<file path="config.mk">
export PLATFORM = sky130hd
export DESIGN_NAME = ntc_averaged_table_interpolator
export DESIGN_NICKNAME = d
export VERILOG_FILES = /design/src/hdl/ntcati_pkg.sv /design/src/hdl/ntc_averaged_table_interpolator.sv /design/src/hdl/ntcati_fifo.sv /design/src/hdl/ntcati_front.sv /design/src/hdl/ntcati_div.sv /design/src/hdl/ntcati_back.sv
export SDC_FILE = /design/constraint.sdc
export NUM_CORES = 2
export LEC_CHECK = 0
export BUFFER_PORTS_ARGS = -buffer_cell sky130_fd_sc_hd__buf_2
export CORE_MARGIN = 10
export CORE_UTILIZATION = 29
export CTS_CLUSTER_SIZE = 8
export DETAILED_ROUTE_END_ITERATION = 12
export PLACE_DENSITY = 0.4
export SYNTH_ARGS = -nofsm -noshare
export SYNTH_HDL_FRONTEND = slang
export SYNTH_HIERARCHICAL = 1
export SYNTH_SLANG_ARGS = --single-unit
</file>
<file path="constraint.sdc">
create_clock -name clk -period 21.2 [get_ports clk]
set_input_delay 4.24 -clock clk [delete_from_list [all_inputs] [get_ports clk]]
set_output_delay 4.24 -clock clk [all_outputs]
set_load 0.02 [all_outputs]
</file>
<file path="src/hdl/ntcati_pkg.sv">
// Shared constants, NTC table and state types for the NTC table interpolator.
package ntcati_pkg;

  localparam int CODE_W  = 12;
  localparam int RS_W    = 20;
  localparam int TEMP_W  = 15;
  localparam int AVG_W   = 12;
  localparam int QUOT_W  = 12;
  localparam int OHM_W   = 17;
  localparam int DT_W    = 11;
  localparam int PROD_W  = 24;

  localparam int MV_FULL   = 3300;
  localparam int CODE_FULL = 4095;
  localparam int MV_LOW    = 10;
  localparam int MV_HIGH   = 3290;
  localparam logic [RS_W-1:0] RS_RESET = RS_W'(10000);

  localparam int TAB_ENTRIES = 21;
  localparam int TAB_IDX_W   = 5;
  localparam logic [TAB_IDX_W-1:0] TAB_LAST_SEG = TAB_IDX_W'(TAB_ENTRIES - 2);

  localparam logic [OHM_W-1:0] TAB_OHMS [TAB_ENTRIES] = '{
    17'd100700, 17'd52700, 17'd28680, 17'd16180, 17'd9420, 17'd6800, 17'd5000,
    17'd3700, 17'd2800, 17'd2550, 17'd2350, 17'd1860, 17'd1150, 17'd750,
    17'd500, 17'd340, 17'd240, 17'd175, 17'd130, 17'd100, 17'd77
  };

  localparam logic signed [TEMP_W-1:0] TAB_CENTI [TAB_ENTRIES] = '{
    -15'sd4000, -15'sd3000, -15'sd2000, -15'sd1000, 15'sd0, 15'sd500, 15'sd1000,
    15'sd1500, 15'sd2000, 15'sd2250, 15'sd2500, 15'sd3000, 15'sd4000, 15'sd5000,
    15'sd6000, 15'sd7000, 15'sd8000, 15'sd9000, 15'sd10000, 15'sd11000, 15'sd12000
  };

  typedef enum logic [1:0] {
    STATUS_OK      = 2'd0,
    STATUS_NO_DATA = 2'd1,
    STATUS_RANGE   = 2'd2
  } status_t;

  typedef enum logic [3:0] {
    B_IDLE,
    B_AVG,
    B_RANGE,
    B_FIRST_MUL,
    B_FIRST_CHK,
    B_WALK_MUL,
    B_WALK_CHK,
    B_INT_LO,
    B_INT_HI,
    B_DIV_START,
    B_DIV,
    B_DONE
  } back_state_t;

endpackage

</file>
<file path="src/hdl/ntc_averaged_table_interpolator.sv">
// Top level of the NTC thermistor averaging table interpolator.
// Input channel: in_valid/in_stall with adc_code and read_ok. A transfer
// happens when in_valid is high and in_stall low. The front end takes one
// sample per cycle while in_stall is low, scales valid codes to millivolts
// and sums them. Every SAMPLES_PER_RESULT samples it posts a job to a
// two-entry queue. The back end works one job at a time: it picks up the
// job, runs the shared divider for the average, does the range test and
// the cold-end check, walks the table segment by segment, forms the
// interpolation product, divides once more and loads the output. A group
// with no valid reading goes straight to the output load; out-of-range and
// cold-end results skip the steps after their test, and the walk ends at
// the hot clamp if no segment matches.
// Output channel: out_valid/out_stall with status, temperature_centi and
// average_mv from an output register; the back end finishes the next job
// while a result waits. in_stall rises only when the queue is full and a
// group end needs to be posted. Configuration: cfg_valid/cfg_ready with
// cfg_data writes the series resistance; cfg_ready is always high.
// Synchronous reset empties the queue, clears the sums and sample count
// and sets the series resistance to 10000 ohms.
module ntc_averaged_table_interpolator import ntcati_pkg::*; #(
  parameter int SAMPLES_PER_RESULT = 8
) (
  input  logic                     clk,
  input  logic                     rst,
  input  logic                     in_valid,
  output logic                     in_stall,
  input  logic [CODE_W-1:0]        adc_code,
  input  logic                     read_ok,
  output logic                     out_valid,
  input  logic                     out_stall,
  output logic [1:0]               status,
  output logic signed [TEMP_W-1:0] temperature_centi,
  output logic [AVG_W-1:0]         average_mv,
  input  logic                     cfg_valid,
  output logic                     cfg_ready,
  input  logic [RS_W-1:0]          cfg_data
);

  localparam int SW = $clog2(MV_FULL * SAMPLES_PER_RESULT + 1);
  localparam int CW = $clog2(SAMPLES_PER_RESULT + 1);

  logic [RS_W-1:0]    series_resistance_ohms;
  logic               q_push;
  logic               q_pop;
  logic               q_full;
  logic               q_empty;
  logic [CW+SW-1:0]   q_in;
  logic [CW+SW-1:0]   q_head;

  assign cfg_ready = 1'b1;

  always_ff @(posedge clk) begin
    if (rst) begin
      series_resistance_ohms <= RS_RESET;
    end else if (cfg_valid && cfg_ready) begin
      series_resistance_ohms <= cfg_data;
    end
  end

  ntcati_front #(.N(SAMPLES_PER_RESULT), .SW(SW), .CW(CW)) u_front (
    .clk     (clk),
    .rst     (rst),
    .in_valid(in_valid),
    .in_stall(in_stall),
    .adc_code(adc_code),
    .read_ok (read_ok),
    .q_full  (q_full),
    .q_push  (q_push),
    .q_data  (q_in)
  );

  ntcati_fifo #(.W(CW + SW)) u_fifo (
    .clk      (clk),
    .rst      (rst),
    .push     (q_push),
    .push_data(q_in),
    .pop      (q_pop),
    .head     (q_head),
    .full     (q_full),
    .empty    (q_empty)
  );

  ntcati_back #(.SW(SW), .CW(CW)) u_back (
    .clk              (clk),
    .rst              (rst),
    .rs               (series_resistance_ohms),
    .q_empty          (q_empty),
    .q_head           (q_head),
    .q_pop            (q_pop),
    .out_valid        (out_valid),
    .out_stall        (out_stall),
    .status           (status),
    .temperature_centi(temperature_centi),
    .average_mv       (average_mv)
  );

endmodule

</file>
<file path="src/hdl/ntcati_fifo.sv">
// Two-entry job queue between the sample front end and the lookup back end.
module ntcati_fifo #(
  parameter int W = 8
) (
  input  logic         clk,
  input  logic         rst,
  input  logic         push,
  input  logic [W-1:0] push_data,
  input  logic         pop,
  output logic [W-1:0] head,
  output logic         full,
  output logic         empty
);

  logic [W-1:0] mem [2];
  logic         wptr;
  logic         rptr;
  logic [1:0]   count;

  assign head  = mem[rptr];
  assign full  = (count == 2'd2);
  assign empty = (count == 2'd0);

  always_ff @(posedge clk) begin
    if (push) begin
      mem[wptr] <= push_data;
    end
  end

  always_ff @(posedge clk) begin
    if (rst) begin
      wptr  <= 1'b0;
      rptr  <= 1'b0;
      count <= 2'd0;
    end else begin
      if (push) begin
        wptr <= ~wptr;
      end
      if (pop) begin
        rptr <= ~rptr;
      end
      if (push && !pop) begin
        count <= count + 2'd1;
      end else if (pop && !push) begin
        count <= count - 2'd1;
      end
    end
  end

endmodule

</file>
<file path="src/hdl/ntcati_front.sv">
// Front end: takes samples, scales them to millivolts and builds per-group jobs.
module ntcati_front import ntcati_pkg::*; #(
  parameter int N  = 8,
  parameter int SW = 15,
  parameter int CW = 4
) (
  input  logic              clk,
  input  logic              rst,
  input  logic              in_valid,
  output logic              in_stall,
  input  logic [CODE_W-1:0] adc_code,
  input  logic              read_ok,
  input  logic              q_full,
  output logic              q_push,
  output logic [CW+SW-1:0]  q_data
);

  localparam int IW = (N > 1) ? $clog2(N) : 1;

  logic              p_vld;
  logic              p_ok;
  logic              p_last;
  logic [PROD_W-1:0] p_prod;
  logic [IW-1:0]     idx;
  logic [SW-1:0]     sum;
  logic [CW-1:0]     cnt;

  logic              accept;
  logic              advance;
  logic [CODE_W-1:0] q0;
  logic [PROD_W-1:0] rem;
  logic [CODE_W-1:0] mv;
  logic [SW-1:0]     sum_next;
  logic [CW-1:0]     cnt_next;

  assign advance  = p_vld && !(p_last && q_full);
  assign in_stall = p_vld && p_last && q_full;
  assign accept   = in_valid && !in_stall;

  // x/4096 underestimates x/4095 by less than one: one correction step
  assign q0  = p_prod[PROD_W-1:CODE_W];
  assign rem = p_prod - ({q0, {CODE_W{1'b0}}} - PROD_W'(q0));
  assign mv  = (rem >= PROD_W'(CODE_FULL)) ? q0 + CODE_W'(1) : q0;

  assign sum_next = sum + (p_ok ? SW'(mv) : SW'(0));
  assign cnt_next = cnt + CW'(p_ok);
  assign q_push   = advance && p_last;
  assign q_data   = {cnt_next, sum_next};

  always_ff @(posedge clk) begin
    if (accept) begin
      p_prod <= PROD_W'(adc_code) * PROD_W'(MV_FULL);
      p_ok   <= read_ok;
      p_last <= (idx == IW'(N - 1));
    end
  end

  always_ff @(posedge clk) begin
    if (rst) begin
      p_vld <= 1'b0;
      idx   <= '0;
      sum   <= '0;
      cnt   <= '0;
    end else begin
      if (accept) begin
        p_vld <= 1'b1;
        idx   <= (idx == IW'(N - 1)) ? '0 : idx + IW'(1);
      end else if (advance) begin
        p_vld <= 1'b0;
      end
      if (advance) begin
        if (p_last) begin
          sum <= '0;
          cnt <= '0;
        end else begin
          sum <= sum_next;
          cnt <= cnt_next;
        end
      end
    end
  end

endmodule

</file>
<file path="src/hdl/ntcati_div.sv">
// Restoring divider: one quotient bit per cycle, shared by the back end.
module ntcati_div import ntcati_pkg::*; #(
  parameter int W = 48
) (
  input  logic              clk,
  input  logic              rst,
  input  logic              start,
  input  logic [W-1:0]      num,
  input  logic [W-1:0]      den,
  output logic              done,
  output logic [QUOT_W-1:0] quot
);

  localparam int DSW = W + QUOT_W - 1;
  localparam int KW  = $clog2(QUOT_W);

  logic           run;
  logic [KW-1:0]  k;
  logic [W-1:0]   rem;
  logic [DSW-1:0] dsh;
  logic           ge;

  assign ge = (DSW'(rem) >= dsh);

  always_ff @(posedge clk) begin
    if (start) begin
      rem  <= num;
      dsh  <= DSW'(den) << (QUOT_W - 1);
      quot <= '0;
    end else if (run) begin
      if (ge) begin
        rem <= rem - W'(dsh);
      end
      dsh  <= dsh >> 1;
      quot <= {quot[QUOT_W-2:0], ge};
    end
  end

  always_ff @(posedge clk) begin
    if (rst) begin
      run  <= 1'b0;
      k    <= '0;
      done <= 1'b0;
    end else begin
      done <= 1'b0;
      if (start) begin
        run <= 1'b1;
        k   <= KW'(QUOT_W - 1);
      end else if (run) begin
        if (k == '0) begin
          run  <= 1'b0;
          done <= 1'b1;
        end else begin
          k <= k - KW'(1);
        end
      end
    end
  end

endmodule

</file>
<file path="src/hdl/ntcati_back.sv">
// Back end: average, range test, resistance table walk and interpolation.
module ntcati_back import ntcati_pkg::*; #(
  parameter int SW = 15,
  parameter int CW = 4
) (
  input  logic                     clk,
  input  logic                     rst,
  input  logic [RS_W-1:0]          rs,
  input  logic                     q_empty,
  input  logic [CW+SW-1:0]         q_head,
  output logic                     q_pop,
  output logic                     out_valid,
  input  logic                     out_stall,
  output logic [1:0]               status,
  output logic signed [TEMP_W-1:0] temperature_centi,
  output logic [AVG_W-1:0]         average_mv
);

  localparam int PW = RS_W + SW;
  localparam int NW = PW + 13;
  localparam int H  = PW / 2;

  back_state_t state, state_next;

  logic [SW-1:0]        s;
  logic [CW-1:0]        n;
  logic [SW-1:0]        d;
  logic [PW-1:0]        p;
  logic [PW-1:0]        prod;
  logic [PW-1:0]        hi;
  logic [PW-1:0]        den;
  logic [PW-1:0]        diff;
  logic [NW-1:0]        num;
  logic [TAB_IDX_W-1:0] idx;
  logic [TAB_IDX_W-1:0] idx_nx;
  status_t              res_status;
  logic signed [TEMP_W-1:0] res_temp;
  logic [AVG_W-1:0]     res_avg;

  logic [SW-1:0]        h_s;
  logic [CW-1:0]        h_n;
  logic                 out_load;
  logic                 div_start;
  logic [NW-1:0]        div_num;
  logic [NW-1:0]        div_den;
  logic                 div_done;
  logic [QUOT_W-1:0]    div_quot;
  logic                 out_range;
  logic                 found;
  logic signed [TEMP_W-1:0] dt_full;
  logic [DT_W-1:0]      dt;

  assign {h_n, h_s} = q_head;
  assign idx_nx     = idx + TAB_IDX_W'(1);
  assign out_range  = (PW'(s) <= PW'(n) * PW'(MV_LOW)) ||
                      (PW'(s) >= PW'(n) * PW'(MV_HIGH));
  assign found      = (p >= prod);
  assign dt_full    = TAB_CENTI[idx_nx] - TAB_CENTI[idx];
  assign dt         = dt_full[DT_W-1:0];
  assign out_load   = (state == B_DONE) && (!out_valid || !out_stall);

  ntcati_div #(.W(NW)) u_div (
    .clk  (clk),
    .rst  (rst),
    .start(div_start),
    .num  (div_num),
    .den  (div_den),
    .done (div_done),
    .quot (div_quot)
  );

  always_comb begin
    state_next = state;
    case (state)
      B_IDLE:      if (!q_empty) state_next = (h_n == '0) ? B_DONE : B_AVG;
      B_AVG:       if (div_done) state_next = B_RANGE;
      B_RANGE:     state_next = out_range ? B_DONE : B_FIRST_MUL;
      B_FIRST_MUL: state_next = B_FIRST_CHK;
      B_FIRST_CHK: state_next = found ? B_DONE : B_WALK_MUL;
      B_WALK_MUL:  state_next = B_WALK_CHK;
      B_WALK_CHK: begin
        if (found) begin
          state_next = B_INT_LO;
        end else if (idx == TAB_LAST_SEG) begin
          state_next = B_DONE;
        end else begin
          state_next = B_WALK_MUL;
        end
      end
      B_INT_LO:    state_next = B_INT_HI;
      B_INT_HI:    state_next = B_DIV_START;
      B_DIV_START: state_next = B_DIV;
      B_DIV:       if (div_done) state_next = B_DONE;
      B_DONE:      if (out_load) state_next = B_IDLE;
      default:     state_next = B_IDLE;
    endcase
  end

  always_comb begin
    q_pop     = 1'b0;
    div_start = 1'b0;
    div_num   = NW'(h_s);
    div_den   = NW'(h_n);
    case (state)
      B_IDLE: begin
        q_pop     = !q_empty;
        div_start = !q_empty && (h_n != '0);
      end
      B_DIV_START: begin
        div_start = 1'b1;
        div_num   = {num[NW-2:0], 1'b0} + NW'(den);
        div_den   = {NW'(den)} << 1;
      end
      default: ;
    endcase
  end

  always_ff @(posedge clk) begin
    if (rst) begin
      state <= B_IDLE;
    end else begin
      state <= state_next;
    end
  end

  always_ff @(posedge clk) begin
    case (state)
      B_IDLE: begin
        s          <= h_s;
        n          <= h_n;
        res_status <= STATUS_NO_DATA;
        res_temp   <= '0;
        res_avg    <= '0;
      end
      B_AVG: begin
        if (div_done) res_avg <= div_quot;
      end
      B_RANGE: begin
        res_status <= out_range ? STATUS_RANGE : STATUS_OK;
        d          <= SW'(SW'(n) * SW'(MV_FULL) - s);
        p          <= PW'(rs) * PW'(s);
      end
      B_FIRST_MUL: begin
        prod <= PW'(TAB_OHMS[0]) * PW'(d);
        idx  <= '0;
      end
      B_FIRST_CHK: begin
        hi <= prod;
        if (found) res_temp <= TAB_CENTI[0];
      end
      B_WALK_MUL: begin
        prod <= PW'(TAB_OHMS[idx_nx]) * PW'(d);
      end
      B_WALK_CHK: begin
        if (found) begin
          den  <= hi - prod;
          diff <= hi - p;
        end else begin
          hi <= prod;
          // past the last segment: hot clamp
          if (idx == TAB_LAST_SEG) begin
            res_temp <= TAB_CENTI[TAB_ENTRIES - 1];
          end else begin
            idx <= idx_nx;
          end
        end
      end
      B_INT_LO: begin
        num <= NW'(diff[H-1:0]) * NW'(dt);
      end
      B_INT_HI: begin
        num <= num + ((NW'(diff[PW-1:H]) * NW'(dt)) << H);
      end
      B_DIV: begin
        if (div_done) res_temp <= TAB_CENTI[idx] + TEMP_W'(div_quot);
      end
      default: ;
    endcase
  end

  always_ff @(posedge clk) begin
    if (out_load) begin
      status            <= res_status;
      temperature_centi <= res_temp;
      average_mv        <= res_avg;
    end
  end

  always_ff @(posedge clk) begin
    if (rst) begin
      out_valid <= 1'b0;
    end else if (out_load) begin
      out_valid <= 1'b1;
    end else if (!out_stall) begin
      out_valid <= 1'b0;
    end
  end

endmodule

</file>
==> results.md <==
| Stage | Parameter | This run |
|:---|:---|:---|
| outcome | Result of the run | finished clean |
| route | Pre-antenna DRT Iters | 5 |
| layout | Net count of the finished layout | 9303 |
| critical path | Worst-path maximum fanout | 35 |
| clock network | Count of buffers added by post-CTS timing repair for setup | 0 |
| layout | Area of combinational cells with multiple inputs | 50200 sq um |
| clock network | Reg clk slew, reported paths | 0.06 ns |
| layout | Layout filler cell count | 25500 |
| clock network | Post-cts sizing count | 0 |
| route | Post-detailed-routing wire length | 213000 um |
| critical path | Worst Path Buf+Inv | 5 |
| die | Total die area | 266000 sq um |
| route | Vias per inst | 4.89 |
| critical path | Max stage delay on crit path | 0.72 ns |
| clock network | Hold bufs inserted after CTS | 0 |
| layout | Post-Layout Cell Count | 10900 |
| route | Post-route ant nets | 0 |
| yosys | Proportion of synthesized chip area in sequential cells | 22.1% |
| hold path | Hold WC Path Type | reg -> reg |
| critical path | Sort of element at the end of the critical path | flop |
| sta | Setup total negative slack | 0 ns |
| placed design | Placed cell count | 10700 |
| yosys | Gate count after technology mapping | 7624 |
| die | Die Width | 515 um |
| route | Total number of vias | 53100 |
| clock network | Latest clock arrival within the worst-skew pair | 0.75 ns |
| die | Standard-cell row count | 181 |
| critical path | Kind of launch point of the worst setup path | flop |
| sta | Number of max-slew violations in the final report | 0 |
| clock network | Max H-tree Level | 3 |
| die | Area of the core region | 244000 sq um |
| critical path | CP Depth | 43 |
| die | Starting density of the core | 29.2% |
| placed design | Half-perimeter wire length of the detailed placement result | 169000 um |
| flow run | Number of max-cap violations | 0 |
| sta | Final min period | 12.13 ns |
| critical path | CP most frequent cell | sky130_fd_sc_hd__fa_1 |
| placed design | Weighted congestion reported at the end of routability-driven placement | 0.847 |
| layout | Fraction of final layout cells sized beyond drive strength 1 | 4.83% |
| critical path | Kind of critical path | reg -> reg |
| critical path | Worst path slowest cell | sky130_fd_sc_hd__edfxtp_1 |
| yosys | Number of synthesized flops with an enable pin | 470 |
| layout | Combined flip-flop and latch cell area | 15800 sq um |
| clock network | Num CTS Buffers | 84 |
| critical path | Category of cells accounting for the largest share of critical-path delay | adder cells |
| sta | Count of endpoints failing hold in the final timing report | 0 |
| sta | Max Clock Skew | 0.0862 ns |
| grt | Wire length of the first global-routing pass | 333000 um |
| critical path | CP Data Arrival Time | 12.60 ns |
| grt | Number of global-route vias before repair | 55700 |
| grt | Antenna violations before repair | 8 |
| yosys | Number of warnings printed during yosys synthesis | 6 |
| yosys | Main synth FF type | sky130_fd_sc_hd__edfxtp_1 |
| critical path | Worst reg-to-reg path cell count | 43 |
| hold path | Worst Min Path Start | u_back/res_avg[7] |
| route | Routed wire per std cell | 19.6 um |
| yosys | Synthesized flop and latch total | 552 |
| grt | Largest net degree at the start of global routing | 72 |
| yosys | Share of flip-flops with an asynchronous set or reset after synthesis | 0% |
| clock network | CTS Buffer Depth | 3 |
| sta | Relative slew margins | 21.7% |
| clock network | Clock tree root buffer cell | sky130_fd_sc_hd__clkbuf_16 |
| grt | Overall overflow remaining after global route | 0 |
| layout | Most frequent standard cell in the layout excluding fill and tap cells | sky130_fd_sc_hd__inv_1 |
| route | Number of design-rule violations left by the first detailed-router iteration | 2819 |
| placed design | Port Buffer Count | 68 |
| yosys | Post-synthesis instance area | 71200 sq um |
| layout | Leading cell types in the layout, fill and taps excluded | 1154 x sky130_fd_sc_hd__inv_1, 889 x sky130_fd_sc_hd__ha_1, 836 x sky130_fd_sc_hd__nand2_1 |
| clock network | Number of clock sinks | 552 |
| yosys | Syn_area_per_cell | 9.34 sq um |
| route | Post-route DRC violation count | 0 |
| yosys | Cell variety after synth | 95 |
| critical path | Critical register-to-register path startpoint | u_back/idx[1] |
| critical path | Endpoint required time on the critical path | 21.68 ns |
| sta | Ratio of final minimum period to clock period | 57.2% |
| critical path | Setup slack of the worst register-to-register path | 9.07 ns |
| die | I/O pin count | 70 |
| hold path | WHS Endpoint | u_back/average_mv[7] |
| grt | GRT Util Overall | 15.9% |
| clock network | TritonCTS clock tree | yes |
| hold path | Worst hold stages | 0 |
| sta | Final setup vio count | 0 |
| die | Die height | 515 um |
| sta | RSZ-0062 raised after global routing | no |
| sta | Worst Max-Slew Pin Slew | 1.17 ns |
| sta | Peak Freq | 82.5 MHz |
| layout | Layout area overhead | 9.48% |
| critical path | Capturing point of the worst reg2reg path | u_back/num[44] |
per-stage QoR:
step	setup WS [ns]	hold slack [ns]	utilization (%)	instance area, sq um
2_1_floorplan	10.14	0.400	-	71200
3_3_place_gp	9.19	0.410	30.9	75300
3_5_place_dp	9.13	0.405	30.9	75300
4_1_cts	9.15	0.417	32.0	77900
5_1_grt	8.34	0.426	32.0	77900
6_report	9.07	0.416	32.0	77900
Yosys cell counts (126+ instances only):
master,number,area [sq um]
sky130_fd_sc_hd__inv_1,1156,4340
sky130_fd_sc_hd__and2_1,378,2360
sky130_fd_sc_hd__edfxtp_1,470,14100
sky130_fd_sc_hd__a21oi_1,369,1850
sky130_fd_sc_hd__nand2_1,837,3140
sky130_fd_sc_hd__nor2_1,368,1380
sky130_fd_sc_hd__xor2_1,126,1100
sky130_fd_sc_hd__xnor2_1,221,1940
sky130_fd_sc_hd__ha_1,889,11100
sky130_fd_sc_hd__clkbuf_1,240,901
sky130_fd_sc_hd__a21o_1,186,1400
sky130_fd_sc_hd__fa_1,780,15600
sky130_fd_sc_hd__o21ai_0,290,1450
worst reg2reg max path, delay by kind of cell, from the launching register on:
family	cells	cell delay [ns]
AO/OA/AOI/OAI	17	4.22
XOR/XNOR	3	0.48
adder cells (fa/ha/maj)	9	4.22
buffers and inverters	5	0.89
flip-flops	1	0.72
multiplexers	1	0.25
AND/OR/NAND/NOR	8	1.15
cell families (layout without fill, tap and decap cells):
group | after synthesis | count (layout) | synth area share (%)
simple gates | 2209 | 2209 | 15.0
fa+ha+maj | 1669 | 1669 | 37.6
buf+inv | 1431 | 1458 | 7.62
compound gates | 1334 | 1334 | 12.2
flops | 552 | 552 | 22.1
xor+xnor | 347 | 347 | 4.27
mux | 80 | 80 | 1.17
other cells | 2 | 17 | 0.0106
per-layer routing:
metal	track usage (%)	vias up	share of wire, %
li1	-	25400	-
met1	22.1	26700	48
met2	26.5	775	47
met3	1.51	197	2.7
met4	3.70	0	2.3
met5	0	-	0
flip-flops by register name, summed over array words and instances (netlist names), 20 cells and up, named ones only:
register,flops
u_back/num,46
u_back/den,35
u_back/u_div/rem,48
u_back/prod,32
u_back/u_div/dsh,59
u_back/hi,32
u_fifo/mem,38
series_resistance_ohms,20
u_front/p_prod,22
u_back/diff,35
u_back/p,35
cell type report:
class                   count  area share (%)
flip-flops and latches    552            20.2
multi-input cells        5652            64.5
inverters                1156            5.57
clock inverters            18           0.408
diodes                      4          0.0128
repair buffers            150            1.23
clock buffers             134            2.96
well taps                3202            5.14
worst max path at each step:
stage	slack (ns)	from	to
6_report	9.07	u_back/idx[1]	u_back/num[44]
4_1_cts	9.15	u_back/idx[1]	u_back/num[44]
5_1_grt	8.34	u_back/idx[1]	u_back/num[44]
3_3_place_gp	9.19	u_back/idx[1]	u_back/num[44]
3_5_place_dp	9.13	u_back/idx[1]	u_back/num[44]
2_1_floorplan	10.14	u_back/idx[2]	u_back/num[46]
Power is left out: the tool's default activity adds up to more than one toggle a clock period on the data nets, which glitch-free logic cannot reach.
